<file path="config.mk">
export PLATFORM = sky130hd
export DESIGN_NAME = line_command_duty_parser
export DESIGN_NICKNAME = d
export VERILOG_FILES = /design/src/rtl/lcdp_pkg.sv /design/src/rtl/lcdp_input_stage.sv /design/src/rtl/lcdp_line_engine.sv /design/src/rtl/lcdp_output_stage.sv /design/src/rtl/line_command_duty_parser.sv
export SDC_FILE = /design/constraint.sdc
export NUM_CORES = 1
export LEC_CHECK = 0
export BUFFER_PORTS_ARGS = -buffer_cell sky130_fd_sc_hd__buf_4
export CORE_MARGIN = 1
export CORE_UTILIZATION = 35
export CTS_CLUSTER_SIZE = 30
export DETAILED_ROUTE_END_ITERATION = 16
export PLACE_DENSITY = 0.61
export SYNTH_ARGS = -nofsm -noshare
export SYNTH_HDL_FRONTEND = slang
export SYNTH_SLANG_ARGS = --single-unit
</file>
<file path="constraint.sdc">
create_clock -name clock -period 3.9 [get_ports clock]
set_input_delay 0.78 -clock clock [delete_from_list [all_inputs] [get_ports clock]]
set_output_delay 0.78 -clock clock [all_outputs]
set_load 0.02 [all_outputs]
</file>
<file path="src/rtl/lcdp_pkg.sv">
// ----------------------------------------------------------------------------
// Line command duty parser package
// Shared types and constants for the line command duty parser.
// ----------------------------------------------------------------------------
package lcdp_pkg;

   localparam int BYTE_WIDTH   = 8;
   localparam int DUTY_WIDTH   = 10;
   localparam int LENGTH_WIDTH = 8;
   localparam int KEY_WIDTH    = 4;
   localparam int DIGIT_WIDTH  = 2;

   localparam logic [BYTE_WIDTH-1:0]   CH_CR   = 8'h0D;
   localparam logic [BYTE_WIDTH-1:0]   CH_LF   = 8'h0A;
   localparam logic [BYTE_WIDTH-1:0]   CH_ZERO = 8'd48;
   localparam logic [BYTE_WIDTH-1:0]   CH_NINE = 8'd57;
   localparam logic [KEY_WIDTH-1:0]    KEY_LEN = 4'd8;
   localparam logic [DIGIT_WIDTH-1:0]  DIGIT_COUNT = 2'd3;
   localparam logic [DUTY_WIDTH-1:0]   DUTY_LIMIT_RESET = 10'd100;

   typedef logic [BYTE_WIDTH-1:0] byte_type;
   typedef logic [DUTY_WIDTH-1:0] duty_type;

   typedef struct packed {
      logic     duty_write;
      duty_type duty_value;
      logic     command_error;
      logic     line_complete;
   } result_type;

   // Characters of the command keyword T1C1PWM_.
   function automatic byte_type key_char(input logic [KEY_WIDTH-2:0] position);
      byte_type ch;
      case (position)
         3'd0:    ch = 8'h54;
         3'd1:    ch = 8'h31;
         3'd2:    ch = 8'h43;
         3'd3:    ch = 8'h31;
         3'd4:    ch = 8'h50;
         3'd5:    ch = 8'h57;
         3'd6:    ch = 8'h4D;
         3'd7:    ch = 8'h5F;
         default: ch = 8'h00;
      endcase
      return ch;
   endfunction

endpackage

</file>
<file path="src/rtl/lcdp_input_stage.sv">
// ----------------------------------------------------------------------------
// Line command duty parser input stage
// Registers each accepted byte and holds it until the line engine takes it.
// ----------------------------------------------------------------------------
module lcdp_input_stage (
   input  logic               clock,
   input  logic               reset,
   input  logic               req_valid,
   output logic               req_stall,
   input  lcdp_pkg::byte_type req_rx_byte,
   input  logic               advance,
   output logic               byte_valid,
   output lcdp_pkg::byte_type rx_byte
);

   logic               valid_ff;
   logic               valid_in;
   lcdp_pkg::byte_type byte_ff;
   logic               load;

   assign req_stall  = valid_ff & ~advance;
   assign load       = req_valid & ~req_stall;
   assign valid_in   = load | (valid_ff & ~advance);
   assign byte_valid = valid_ff;
   assign rx_byte    = byte_ff;

   always_ff @(posedge clock) begin
      if (reset) begin
         valid_ff <= 1'b0;
      end else begin
         valid_ff <= valid_in;
      end
   end

   always_ff @(posedge clock) begin
      if (load) begin
         byte_ff <= req_rx_byte;
      end
   end

endmodule

</file>
<file path="src/rtl/lcdp_line_engine.sv">
// ----------------------------------------------------------------------------
// Line command duty parser line engine
// Holds the line framing and keyword state and computes one result per byte.
// ----------------------------------------------------------------------------
module lcdp_line_engine #(
   parameter int LINE_LEN = 200
) (
   input  logic                 clock,
   input  logic                 reset,
   input  logic                 advance,
   input  lcdp_pkg::byte_type   rx_byte,
   input  lcdp_pkg::duty_type   duty_limit,
   output lcdp_pkg::result_type result
);

   logic                                cr_seen_ff, cr_seen_in;
   logic [lcdp_pkg::LENGTH_WIDTH-1:0]   length_ff, length_in;
   logic [lcdp_pkg::KEY_WIDTH-1:0]      progress_ff, progress_in;
   logic [lcdp_pkg::DIGIT_WIDTH-1:0]    digits_ff, digits_in;
   lcdp_pkg::duty_type                  acc_ff, acc_in;
   logic                                found_ff, found_in;
   logic                                fault_ff, fault_in;

   logic [lcdp_pkg::LENGTH_WIDTH:0]     length_sum;
   logic [lcdp_pkg::DUTY_WIDTH+3:0]     acc_next;
   logic                                is_digit;
   logic                                command_ok;

   assign length_sum = {1'b0, length_ff} + 9'd1;
   assign is_digit   = (rx_byte >= lcdp_pkg::CH_ZERO) && (rx_byte <= lcdp_pkg::CH_NINE);
   assign acc_next   = {1'b0, acc_ff, 3'b000} + {3'b000, acc_ff, 1'b0}
                       + {10'd0, rx_byte[3:0]};
   assign command_ok = (digits_ff == lcdp_pkg::DIGIT_COUNT) && !fault_ff
                       && (acc_ff <= duty_limit);

   always_comb begin
      result = '0;
      if (cr_seen_ff && (rx_byte == lcdp_pkg::CH_LF)) begin
         result.line_complete = 1'b1;
         if (found_ff) begin
            if (command_ok) begin
               result.duty_write = 1'b1;
               result.duty_value = acc_ff;
            end else begin
               result.command_error = 1'b1;
            end
         end
      end
   end

   always_comb begin
      cr_seen_in  = cr_seen_ff;
      length_in   = length_ff;
      progress_in = progress_ff;
      digits_in   = digits_ff;
      acc_in      = acc_ff;
      found_in    = found_ff;
      fault_in    = fault_ff;
      if (advance) begin
         if (cr_seen_ff) begin
            cr_seen_in  = 1'b0;
            length_in   = '0;
            progress_in = '0;
            digits_in   = '0;
            acc_in      = '0;
            found_in    = 1'b0;
            fault_in    = 1'b0;
         end else if (rx_byte == lcdp_pkg::CH_CR) begin
            cr_seen_in = 1'b1;
         end else begin
            if (found_ff) begin
               if (digits_ff < lcdp_pkg::DIGIT_COUNT) begin
                  if (is_digit) begin
                     acc_in = acc_next[lcdp_pkg::DUTY_WIDTH-1:0];
                  end else begin
                     fault_in = 1'b1;
                  end
                  digits_in = digits_ff + 2'd1;
               end
            end else begin
               if ((progress_ff < lcdp_pkg::KEY_LEN)
                   && (rx_byte == lcdp_pkg::key_char(progress_ff[2:0]))) begin
                  progress_in = progress_ff + 4'd1;
               end else if (rx_byte == lcdp_pkg::key_char(3'd0)) begin
                  progress_in = 4'd1;
               end else begin
                  progress_in = '0;
               end
               if (progress_in >= lcdp_pkg::KEY_LEN) begin
                  found_in = 1'b1;
               end
            end
            length_in = length_sum[lcdp_pkg::LENGTH_WIDTH-1:0];
            if (length_sum >= 9'(LINE_LEN)) begin
               length_in   = '0;
               progress_in = '0;
               digits_in   = '0;
               acc_in      = '0;
               found_in    = 1'b0;
               fault_in    = 1'b0;
            end
         end
      end
   end

   always_ff @(posedge clock) begin
      if (reset) begin
         cr_seen_ff  <= 1'b0;
         length_ff   <= '0;
         progress_ff <= '0;
         digits_ff   <= '0;
         acc_ff      <= '0;
         found_ff    <= 1'b0;
         fault_ff    <= 1'b0;
      end else begin
         cr_seen_ff  <= cr_seen_in;
         length_ff   <= length_in;
         progress_ff <= progress_in;
         digits_ff   <= digits_in;
         acc_ff      <= acc_in;
         found_ff    <= found_in;
         fault_ff    <= fault_in;
      end
   end

endmodule

</file>
<file path="src/rtl/lcdp_output_stage.sv">
// ----------------------------------------------------------------------------
// Line command duty parser output stage
// Result register that holds a transaction until the receiver takes it.
// ----------------------------------------------------------------------------
module lcdp_output_stage (
   input  logic                 clock,
   input  logic                 reset,
   input  logic                 byte_valid,
   input  lcdp_pkg::result_type result,
   output logic                 advance,
   output logic                 rsp_valid,
   input  logic                 rsp_stall,
   output lcdp_pkg::result_type rsp_result
);

   logic                 valid_ff;
   logic                 valid_in;
   lcdp_pkg::result_type result_ff;

   assign advance    = byte_valid & (~valid_ff | ~rsp_stall);
   assign valid_in   = advance | (valid_ff & rsp_stall);
   assign rsp_valid  = valid_ff;
   assign rsp_result = result_ff;

   always_ff @(posedge clock) begin
      if (reset) begin
         valid_ff <= 1'b0;
      end else begin
         valid_ff <= valid_in;
      end
   end

   always_ff @(posedge clock) begin
      if (advance) begin
         result_ff <= result;
      end
   end

endmodule

</file>
<file path="src/rtl/line_command_duty_parser.sv">
// ----------------------------------------------------------------------------
// Line command duty parser
// Each accepted byte passes from the input register through the line engine into the result register.
// Throughput: one byte per cycle while rsp_stall is low, one result transaction per byte.
// The rate is set by the combinational line engine update between the
// input register and the result register.
// Reset clears all line state and sets the duty limit to 100.
// ----------------------------------------------------------------------------
module line_command_duty_parser #(
   parameter int LINE_LEN = 200
) (
   input  logic               clock,
   input  logic               reset,
   input  logic               req_valid,
   output logic               req_stall,
   input  lcdp_pkg::byte_type req_rx_byte,
   output logic               rsp_valid,
   input  logic               rsp_stall,
   output logic               rsp_duty_write,
   output lcdp_pkg::duty_type rsp_duty_value,
   output logic               rsp_command_error,
   output logic               rsp_line_complete,
   input  logic               csr_valid,
   output logic               csr_ready,
   input  lcdp_pkg::duty_type csr_duty_limit
);

   lcdp_pkg::duty_type   duty_limit_ff;
   logic                 advance;
   logic                 byte_valid;
   lcdp_pkg::byte_type   rx_byte;
   lcdp_pkg::result_type result;
   lcdp_pkg::result_type rsp_result;

   assign csr_ready = 1'b1;

   always_ff @(posedge clock) begin
      if (reset) begin
         duty_limit_ff <= lcdp_pkg::DUTY_LIMIT_RESET;
      end else if (csr_valid && csr_ready) begin
         duty_limit_ff <= csr_duty_limit;
      end
   end

   lcdp_input_stage u_input_stage (
      .clock       (clock),
      .reset       (reset),
      .req_valid   (req_valid),
      .req_stall   (req_stall),
      .req_rx_byte (req_rx_byte),
      .advance     (advance),
      .byte_valid  (byte_valid),
      .rx_byte     (rx_byte)
   );

   lcdp_line_engine #(
      .LINE_LEN (LINE_LEN)
   ) u_line_engine (
      .clock      (clock),
      .reset      (reset),
      .advance    (advance),
      .rx_byte    (rx_byte),
      .duty_limit (duty_limit_ff),
      .result     (result)
   );

   lcdp_output_stage u_output_stage (
      .clock      (clock),
      .reset      (reset),
      .byte_valid (byte_valid),
      .result     (result),
      .advance    (advance),
      .rsp_valid  (rsp_valid),
      .rsp_stall  (rsp_stall),
      .rsp_result (rsp_result)
   );

   assign rsp_duty_write    = rsp_result.duty_write;
   assign rsp_duty_value    = rsp_result.duty_value;
   assign rsp_command_error = rsp_result.command_error;
   assign rsp_line_complete = rsp_result.line_complete;

endmodule
</file>
==> results of run 1 <==
==> cell type report <==
| class | count | area [um^2] |
|---|---|---|
| inverter | 18 | 67.6 |
| sequential | 67 | 1550 |
| clock buffer | 10 | 138 |
| timing repair buffer | 41 | 308 |
| multi-input combinational | 255 | 1850 |
| tap | 133 | 166 |
| clock inverter | 6 | 65.1 |
| fill | 973 | 5630 |
==> metal layers <==
metal / up-vias / track usage, % / wire (um)
met1: 1255 / 16.7 / 3100
met5: - / 0 / 0
li1: 1348 / - / -
met3: 8 / 3.19 / 239
met2: 45 / 25.6 / 3590
met4: 0 / 5.82 / 99
==> critical path: stages, from the launching register on <==
cell	delay, ns
sky130_fd_sc_hd__dfxtp_1	0.47
sky130_fd_sc_hd__and3_1	0.37
sky130_fd_sc_hd__mux2_4	0.34
sky130_fd_sc_hd__o32a_4	0.33
sky130_fd_sc_hd__a2bb2oi_2	0.21
sky130_fd_sc_hd__buf_4	0.24
sky130_fd_sc_hd__o21ai_4	0.39
sky130_fd_sc_hd__nor2_1	0.11
sky130_fd_sc_hd__a22oi_1	0.18
sky130_fd_sc_hd__nor2_1	0.05
==> cell usage in the layout (no fill, tap or decap), drive strengths merged, types with 5 or more instances in the layout <==
master  instances
nor2b           5
nor3           11
nor2           36
xor2            6
nand2b          6
ha             28
clkbuf         10
nand4           6
inv            18
nand3           9
and2           10
dfxtp          46
buf            41
a21oi          26
xnor2           9
nor4            8
nand2          20
o21ai          13
mux2i           9
edfxtp         21
==> power by group <==
part           internal, W  switching, W  leakage [nW]
registers         0.000737     0.0000145         0.577
clock network     0.000311      0.000273        0.0905
logic            0.0000466     0.0000580         0.989
total              0.00110      0.000345          1.66
==> per-stage QoR <==
stage | total power, W | area [um^2]
2_1_floorplan | 0.000830 | 3540
3_3_place_gp | 0.000871 | 3940
3_5_place_dp | 0.000874 | 3940
4_1_cts | 0.00146 | 4140
5_1_grt | 0.00150 | 4140
6_report | 0.00144 | 4140
==> worst max-delay path by stage <==
stage	from	to	slack [ns]	cells past startpoint
floorplan	rsp_stall	flop	0.44	7
global route	u_line_engine.length_ff[2]$_SDFFE_PP0P_	u_line_engine.acc_ff[8]$_SDFFE_PP0P_	0.88	9
finish	u_line_engine.length_ff[2]$_SDFFE_PP0P_	u_line_engine.acc_ff[8]$_SDFFE_PP0P_	1.09	9
detailed placement	rsp_stall	flop	1.07	9
global placement	rsp_stall	flop	1.13	9
CTS	u_line_engine.length_ff[2]$_SDFFE_PP0P_	u_line_engine.acc_ff[8]$_SDFFE_PP0P_	1.09	9
==> kinds of logic (layout without fill, tap and decap cells) <==
kind of cell    after synthesis  in the layout  share of synthesized area (%)
buf+inv                      30             75                           3.99
xor+xnor                     15             15                           3.71
compound gates               72             72                           15.3
other cells                   1              1                          0.106
flops                        67             67                           43.8
mux                          10             10                           2.97
simple gates                127            127                           19.1
fa+ha+maj                    30             30                           11.0
==> results summary, run 1 <==
The count of endpoints failing hold in the final timing report was 0. The number of global-route vias before repair is around 2500. The total vias in the final route came out at 2656.

The vertical die dimension is 103 um. For the final database, setup skew stands at 0.00809 ns. Among all cell types in the netlist, the one instantiated most often is sky130_fd_sc_hd__dfxtp_1. The global-route usage over all layers is 14.4%. After the flow finishes, the layout carries non-filler instances totaling 530. The final cell utilization of the core is 42.4%. The largest fanout of any net on the critical path is 17. The worst hold path passes through 2 cells. The number of hold buffers added after CTS was 0. Dividing the detail-routed wire length by the instance count gives 13.3 um. The top cell type by area accounts for 26.0% of the synthesized area. The fraction of synthesis flops using an asynchronous set or reset pin is 0%.

The worst relative slew slack is roughly 54%. In this run the worst hold path is classified as reg -> reg. The setup total negative slack is 0 ns. The clock slew seen by the registers of the worst setup and hold paths came out at 0.08 ns. The detailed router's first-iteration violation count is 102. The latest clock arrival within the worst-skew pair is between 0.3 and 0.4 ns. The max-slew violation count was 0. Synthesis inferred 67 register bits. The count of mapped cells out of synthesis came out at 352. The first detailed-routing pass took 4 iterations. After clock tree synthesis, the setup repair step added 0 buffers.

The number of sinks on the clock net is 67. The library cell occupying the most area in the post-synthesis netlist is sky130_fd_sc_hd__dfxtp_1. The setup-violating endpoint count in the final report came out at 0.

The routability congestion estimate came out at 0.803. The synthesis warning total is 0. The largest net degree at the start of global routing came out at 36. The actual slew at the worst max-slew pin is 0.694 ns.

The highest ir drop seen on vdd came out at 0.156 mV. The number of instances resized during post-cts repair is 0. The length in cells of the worst reg-to-reg path came out at 9.

The overflow left after global routing is 0. The post-synthesis net count is 405. The post-synthesis average cell area is between 10 and 15 um^2. Hold timing on the final database bottoms out at a slack of around 0.46 ns.

In the synthesized netlist the dominant register cell turns out to be sky130_fd_sc_hd__dfxtp_1. Pin placement for this block handled 39 I/O pins. The tool flagged a number of max-cap violations equal to 0. In the post-synthesis netlist, the biggest area contributors are sky130_fd_sc_hd__dfxtp_1 26%, sky130_fd_sc_hd__edfxtp_1 18%, sky130_fd_sc_hd__ha_1 9.9%, sky130_fd_sc_hd__nor2_1 3.8%, sky130_fd_sc_hd__a21oi_1 3.7%.

The endpoint type of the worst setup path is a flop. The number of antenna violations at the first check in global routing is 0. Setup repair after global routing left no endpoint under its margin. The worst hold path begins at u_line_engine.digits_ff[1]$_SDFFE_PP0P_. The width of the die came out at 103 um.

The worst setup margin came out at 1.09 ns. The number of port buffers came out at 37. Power spread over the standard cell area amounts to 348 nW/um^2. For the worst setup path, the data required time is 4.12 ns. The buffer depth of the longest clock path came out at 2. The number of placement rows is 36.

In this run the remaining antenna-violating nets after routing total 0. The worst setup path is launched from a flop. The startpoint identified for the worst register-to-register timing path is u_line_engine.length_ff[2]$_SDFFE_PP0P_. The final critical-path share of the clock period is 72.2%. The total instance count after detailed placement is 514. The run finished with clean final reports.

The average via count per standard cell came out at 5.01. The slack of the worst reg-to-reg path is 1.09 ns. The endpoint of the worst hold-timing path is u_line_engine.digits_ff[1]$_SDFFE_PP0P_. At the placement stage, the worst setup path has a slack of roughly 1.1 ns. Sorting the synthesized cells by how often they occur yields 46 x sky130_fd_sc_hd__dfxtp_1, 36 x sky130_fd_sc_hd__nor2_1, 28 x sky130_fd_sc_hd__ha_1, 26 x sky130_fd_sc_hd__a21oi_1, 21 x sky130_fd_sc_hd__edfxtp_1. The H-tree depth reported by CTS is 3.

The data arrival time at the worst-slack endpoint is 3.03 ns. The number of distinct standard cells referenced by the synthesized netlist is 61. The die covers 10500 um^2.

The area of the core came out at 9770 um^2. Static timing analysis puts the maximum clock frequency at 355 MHz. The post-synthesis instance area is 3540 um^2. In this run the static leakage power is about 1.7 nW. The total DRC errors in the routed layout is 0. The endpoint of the most critical register-to-register path is u_line_engine.acc_ff[8]$_SDFFE_PP0P_. The final-stage net count came out at 445. The sum of net half-perimeters after detailed placement came out at 5180 um.

The area growth from synthesis to layout is 17.0%. TritonCTS built the clock tree. The detailed-route wire length is 7030 um. The post-synthesis sequential area ratio came out at 43.8%. The type of the worst setup path is reg -> reg. The diode insertion count for antenna repair is 0. The number of flops mapped to enable cells by yosys came out at 21. The fraction of final layout cells sized beyond drive strength 1 is around 18%. The cell at the root of the clock tree is sky130_fd_sc_hd__clkbuf_8. The worst path needs around 2.8 ns of the cycle, external delays included. The starting utilization of the core area came out at 36.2%. The wire length of the first global-routing pass came out at ~12000 um. Clock tree synthesis inserted a total of 9 buffers.
No activity file was read; power rests on OpenSTA's default activity.
==> run 2, diff against run 1 <==
- PLACE_DENSITY: 0.61 -> 0.63
- clock period: 3.9 -> 2.5 ns (I/O delays scaled with it)
==> run 2 against run 1 <==
The flow now finishes with violations (negative setup slack). Clock power increased by 55%. Flip-flop and latch count unchanged. Largest power group unchanged. Clock-buffer cell count unchanged. Die area unchanged. Cell count increased by 4.5%. Combinational power increased by 71%. Via count increased by 3.5%. Fmax increased by 12%. Worst setup slack got worse by 1.1 ns. Core utilization increased by 2.7 points.
==> results summary, run 2 (same netlist as run 1, synthesis figures left out) <==
The flow ran to the end, but the final reports show violations. The checks that failed: negative setup slack. The number of fillers in the final layout came out at 928. Setup repair after global routing could not meet its margin everywhere. The type of the worst setup path is reg -> reg. TritonCTS built the clock tree. The worst setup margin is -0.00998 ns. The total vias in the final route is 2750. In the layout the commonest cells are 63 x sky130_fd_sc_hd__buf_4, 46 x sky130_fd_sc_hd__dfxtp_1, 36 x sky130_fd_sc_hd__nor2_1, 28 x sky130_fd_sc_hd__ha_1, 24 x sky130_fd_sc_hd__a21oi_1. The kind of cell adding the most delay to the critical path is adder cells. The setup-violating endpoint count in the final report came out at 2. The post-route clock skew came out at 0.00757 ns. The total power came out at 0.00226 W. In this run the clock root is driven by a sky130_fd_sc_hd__clkbuf_8. The most common cell after layout, fill and taps aside is sky130_fd_sc_hd__buf_4. The wire length of the first global-routing pass is 11900 um. The largest fanout of any net on the critical path came out at 2.

The initial utilization of the core area, before any placement, comes to a little over a third. The total instance count after detailed placement came out at about 530. The total buffers and inverters traversed by the critical path is 0. The area of the core is 9770 um^2. The largest individual stage delay along the critical path comes from the cell sky130_fd_sc_hd__fa_1. The final-stage net count came out at 469. Across every metal layer, demand over resource in global routing totals ~15%. The actual slew at the worst max-slew pin came out at 0.707 ns. The top achievable clock speed came out at 398 MHz. The required time at the endpoint of the critical path came out at 2.77 ns. The number of global-route vias before repair is about 2600. The number of ports placed on the die boundary came out at 39. The diode insertion count for antenna repair is 0. The worst setup path is launched from a flop. The count of endpoints failing hold in the final timing report is 0. Entering global routing, the biggest net connects 35 pins.

The max-slew violation count is 0. From left edge to right edge, the die measures 103 um. The buffer depth of the longest clock path came out at 2.

The first TritonRoute pass finished after 4 iterations. The clock period minus worst slack came out at roughly 2.5 ns. The non-filler instance count after layout is 554. The detail route stage leaves a number of antenna-violating nets equal to 0. The delay of the slowest critical-path stage came out at about 0.50 ns.

The average via count per standard cell is 4.96. During placement, the flow inserted port buffers numbering 37. The worst relative slew slack is 52.8%. The highest ir drop seen on vdd came out at 0.247 mV. The vertical die dimension came out at 103 um. For the worst setup path, the data arrival time is 2.78 ns. The floorplan step defined a die boundary enclosing 10500 um^2. The count of hold buffers inserted by post-cts repair came out at 0. The total CTS buffers is 9. After detailed routing, the number of remaining DRC violations is 0. The critical path goes through fa_1, ha_1, a21o_1, a21oi_2, nor2b_1, o21a_1, nor2_1, xor2_1, or3_1, a21oi_1.

For this run the aggregate overflow at the end of global routing stands at 0. The detailed-route wire length came out at 7160 um. The total leakage power is roughly 1.8 nW. The detailed router's first-iteration violation count came out at 122. The number of antenna violations at the first check in global routing is 0.

The congestion estimate from routability-driven global placement came to 0.885. The total power density per cell area came out at 513 nW/um^2. The post-route netlist has 24.7% of its cells at a drive strength greater than 1. The latest clock arrival within the worst-skew pair is about 0.34 ns. The min-delay analysis places its worst path in the category in -> reg. The final critical-path share of the clock period is 100%. The endpoint type of the worst setup path is a flop.

The number of sinks on the clock net came out at 67. The wire length per cell is 12.9 um. In this run the core area contains 36 standard-cell rows. The H-tree depth reported by CTS is 3.

The wire-length estimate of the detail-placed layout is 5280 um. The clock slew seen by the registers of the worst setup and hold paths came out at 0.07 ns. Relative to the synthesized area, the layout overhead comes to 24.5%. Across the run, the number of max-cap violations was 0.
[run 2: cell types whose count changed in the layout (fill, tap and decap cells not counted), moves of 2 or more]
cell                      before  now
sky130_fd_sc_hd__a21oi_2       0    2
sky130_fd_sc_hd__o21ai_0      10    8
sky130_fd_sc_hd__buf_4        41   63
sky130_fd_sc_hd__a21oi_1      26   24
sky130_fd_sc_hd__o21ai_1       1    3
[run 2: per-stage QoR]
step	hold slack, ns	setup TNS [ns]	instance area [um^2]	utilization (%)	setup slack (ns)
6_report	0.334	-0.0102	4410	45.1	-0.00998
5_1_grt	0.310	-0.267	4410	45.1	-0.108
4_1_cts	0.317	0	4320	44.2	0.00486
3_5_place_dp	0.458	-0.232	4110	42.1	-0.113
3_3_place_gp	0.446	-0.0846	4110	42.1	-0.0423
2_1_floorplan	0.436	-0.00413	3550	-	-0.00413
[run 2: worst paths after layout]
| check | start | to | slack, ns | cells after the start |
|---|---|---|---|---|
| setup / recovery | u_input_stage.rx_byte[3]$_DFFE_PP_ | u_line_engine.acc_ff[7]$_SDFFE_PP0P_ | -0.01 | 10 |
| hold / removal | req_rx_byte[5] | u_input_stage.rx_byte[5]$_DFFE_PP_ | 0.33 | 1 |
| setup reg to reg | u_input_stage.rx_byte[3]$_DFFE_PP_ | u_line_engine.acc_ff[7]$_SDFFE_PP0P_ | -0.01 | 10 |
| hold reg to reg | u_line_engine.digits_ff[1]$_SDFFE_PP0P_ | u_line_engine.digits_ff[1]$_SDFFE_PP0P_ | 0.47 | 2 |
[run 2: area by class of cell]
cell class | count | area, um^2 | area share [%]
clock buffer | 10 | 138 | 3.12
multi-input combinational | 256 | 1930 | 43.7
inverter | 18 | 67.6 | 1.53
tap | 133 | 166 | 3.78
clock inverter | 6 | 65.1 | 1.48
timing repair buffer | 64 | 493 | 11.2
sequential | 67 | 1550 | 35.2
[run 2: power breakdown]
part | internal (W) | switching [W] | leakage, nW | total (W)
logic | 0.0000826 | 0.0000975 | 1.13 | 0.000180
registers | 0.00115 | 0.0000216 | 0.577 | 0.00117
clock network | 0.000485 | 0.000422 | 0.0905 | 0.000907
total | 0.00172 | 0.000541 | 1.80 | 0.00226
[run 2: routing by layer]
layer | vias up | global-route usage (%) | part of all wire [%]
li1 | 1404 | - | -
met5 | - | 0 | 0
met3 | 9 | 4.61 | 3.5
met2 | 50 | 25.1 | 49
met4 | 0 | 4.51 | 1.6
met1 | 1287 | 17.7 | 45
[run 2: timing repair]
action / CTS / global route
setup buffers: 0 / 3
hold endpoints to repair: 0 / 0
pin swaps: 3 / 5
setup endpoints to repair: 4 / 13
gates resized for setup: 1 / 11
gates cloned: 0 / 1
[run 2: worst register-to-register path: cells and delay by family (launching register included)]
| kind | cells | cell delay (ns) |
|---|---|---|
| adder cells (fa/ha/maj) | 2 | 0.80 |
| AO/OA/AOI/OAI | 4 | 0.69 |
| XOR/XNOR | 1 | 0.07 |
| flip-flops | 1 | 0.43 |
| AND/OR/NAND/NOR | 3 | 0.47 |
==> run 3, diff against run 2 <==
- CORE_ASPECT_RATIO: not set -> 1.4
==> run 3 against run 2 <==
Final area increased by 1.3%. Cell count increased by 0.72%. Largest cell class unchanged. Via count increased by 1.7%. Global-route usage increased by 1.1 points. The flow now finishes without violations. Clock-buffer cell count increased by 1. Critical path type unchanged. Non-clock buffer count increased by 3. Flip-flop and latch count unchanged. Combinational power about the same. Critical path depth unchanged.
==> results summary, run 3 (same netlist as run 1, synthesis figures left out) <==
Setup repair after global routing could not meet its margin everywhere. The number of ports placed on the die boundary came out at 39. The largest fanout of any net on the critical path is 2. The fraction of final layout cells sized beyond drive strength 1 came out at 23.9%. The final-stage net count is 471. The wire length per cell is 13.4 um. The worst relative slew slack came out at 54.1%. The met1 track demand over resource in global routing came out at between 10% and 20%. Compared with the post-synthesis result, the final layout area differs by 26.2%. The finished layout holds 558 standard cells, fillers aside. The endpoint type of the worst setup path is a flop. The CTS tree is done. Before antenna repair, the detailed router went through 4 iterations. In the global route stage, met2 resource usage came out at between 20% and 30%. The highest ir drop seen on vdd came out at between 0.3 and 0.4 mV.

The H-tree depth reported by CTS is 3. The portion of total power attributed to sequential cells is 45.5%. For the worst setup path, the data arrival time is 2.73 ns. The overflow left after global routing is 0. The instance area after placement came out at 4110 um^2. The library cells used most frequently in the layout, excluding fill and tap cells, are 66 x sky130_fd_sc_hd__buf_4, 45 x sky130_fd_sc_hd__dfxtp_1, 36 x sky130_fd_sc_hd__nor2_1, 28 x sky130_fd_sc_hd__ha_1, 25 x sky130_fd_sc_hd__a21oi_1. The part of the power in the clock network came out at 47.7%.

The average via count per standard cell came out at 5.01. After filler insertion, the fill cell instance count of the layout stands at 930. Entering global routing, the biggest net connects 35 pins. The length in cells of the worst reg-to-reg path is 10. The total power density per cell area came out at 578 nW/um^2.

The logic gate share of total power is around 6.8%. The total leakage power is 1.85 nW. The starting utilization of the core area came out at 36.0%. The net switching fraction of the power came out at 22.5%. The classification of the worst-slack hold path is in -> reg. The die is roughly 87 um wide. The net switching power came out at 0.000580 W.

Summed over all layers, the routed wires come to 7480 um. The flow ran to the end, and the final reports show no timing, DRC or antenna violations. The number of placement rows came out at 43. The worst setup path is of the reg -> reg kind. The clock period minus worst slack is about 2.5 ns.

The first global-routing pass estimated 12400 um of wire. The total CTS buffers is 9. The max-slew violation count is 0.

The total DRC errors in the routed layout is 0. The tree is rooted in a sky130_fd_sc_hd__clkbuf_16. At the end of routability-driven placement, the weighted congestion stood at 0.854. For this run, the slowest stage of the critical path takes about 0.48 ns. The detailed router's first-iteration violation count came out at 90. The top achievable clock speed came out at 407 MHz. The global routing met3 resource utilization is 2.31%. In this run the most used layer during global routing was met2.

Setup violations remaining at the end of the flow were counted as 0. The clock arrives with 0.00614 ns of skew. The sum of net half-perimeters after detailed placement is 5560 um. The count of endpoints failing hold in the final timing report is 0.

In this run the deepest clock path goes through 2 buffers. The repair_antennas step left the layout with diodes totalling 0. The most common cell after layout, fill and taps aside is sky130_fd_sc_hd__buf_4. After clock tree synthesis, the clock-pin slew on the worst setup and hold paths is around 0.06 ns.

Global routing used 15.8% of the available tracks. The die covers 10500 um^2. The latest clock arrival within the worst-skew pair came out at 0.34 ns.

The number of sinks on the clock net is 67. Walking the worst path, the cells encountered are fa_1, ha_1, a21o_1, a21oi_2, nor2b_1, o21a_1, nor2_1, xor2_1, or3_1, a21oi_1. The area of the core came out at 9850 um^2. The number of antenna violations at the first check in global routing is 0. The total instance count after detailed placement came out at roughly 540. The number of global-route vias before repair is 2683. The vertical die dimension is 121 um.

The actual slew at the worst max-slew pin is just under 0.7 ns. The required time at the endpoint of the critical path is 2.77 ns. The internal power of the cells totals 0.00200 W.

The final standard cell area without fillers is 4470 um^2. On the critical path, the stage with the largest delay is an instance of sky130_fd_sc_hd__fa_1. The number of violations of the max-capacitance limit came out at 0. The total vias in the final route is approximately 2800. The cell depth of the worst min-delay path is 1. The worst setup path is launched from a flop. The post-route antenna net violation count is 0. The number of port buffers is 37. The final critical-path share of the clock period is 98.3%.
==> run 3: worst paths after layout <==
kind	startpoint	end	slack (ns)
setup / recovery	u_input_stage.rx_byte[3]$_DFFE_PP_	u_line_engine.acc_ff[7]$_SDFFE_PP0P_	0.04
hold / removal	req_rx_byte[7]	u_input_stage.rx_byte[7]$_DFFE_PP_	0.33
setup reg to reg	u_input_stage.rx_byte[3]$_DFFE_PP_	u_line_engine.acc_ff[7]$_SDFFE_PP0P_	0.04
hold reg to reg	u_line_engine.digits_ff[1]$_SDFFE_PP0P_	u_line_engine.digits_ff[1]$_SDFFE_PP0P_	0.46
==> run 3: layout make-up <==
class	instances	area, um^2	area share, %
clock buffer	11	233	5.21
tap	135	169	3.78
sequential	67	1550	34.8
timing repair buffer	67	507	11.3
multi-input combinational	255	1880	42.1
inverter	18	67.6	1.51
clock inverter	5	55.1	1.23
==> run 3: what timing repair did <==
| item | 4_1_cts | 5_1_grt |
|---|---|---|
| endpoints found under the hold margin | 0 | 0 |
| buffers inserted | 1 | 4 |
| setup endpoints to repair | 4 | 10 |
| gates resized for setup | 1 | 6 |
| pin swaps | 8 | 2 |
| hold buffers | 0 | 0 |
==> run 3: worst max-delay path, delay by kind of cell (launching register included) <==
family,cells,cell delay [ns]
adder cells (fa/ha/maj),2,0.77
AO/OA/AOI/OAI,4,0.65
AND/OR/NAND/NOR,3,0.48
flip-flops,1,0.42
XOR/XNOR,1,0.07
==> run 3: power by group through the flow <==
stage / clock [W] / sequential (W) / combinational [W]
after CTS: 0.00126 / 0.00117 / 0.000178
after global placement: 0 / 0.00120 / 0.000173
after detailed placement: 0 / 0.00120 / 0.000177
after floorplan: 0 / 0.00120 / 0.0000916
final: 0.00123 / 0.00117 / 0.000177
after global routing: 0.00129 / 0.00118 / 0.000195
==> run 3: layer usage <==
metal,vias to the layer above,share of wire (%)
li1,1402,-
met1,1328,39
met2,51,55
met3,16,2.6
met4,0,3.4
met5,-,0
==> run 3: metrics by stage <==
step                hold WS, ns  setup slack [ns]  util (%)  total power (W)  TNS [ns]
floorplan                 0.436          -0.00413         -          0.00129  -0.00413
global placement          0.442           -0.0586      41.8          0.00137    -0.102
detailed placement        0.458            -0.131      41.8          0.00137    -0.261
CTS                       0.326          -0.00835      44.8          0.00261  -0.00835
global route              0.329           -0.0604      45.4          0.00266    -0.156
finish                    0.333            0.0425      45.4          0.00258         0
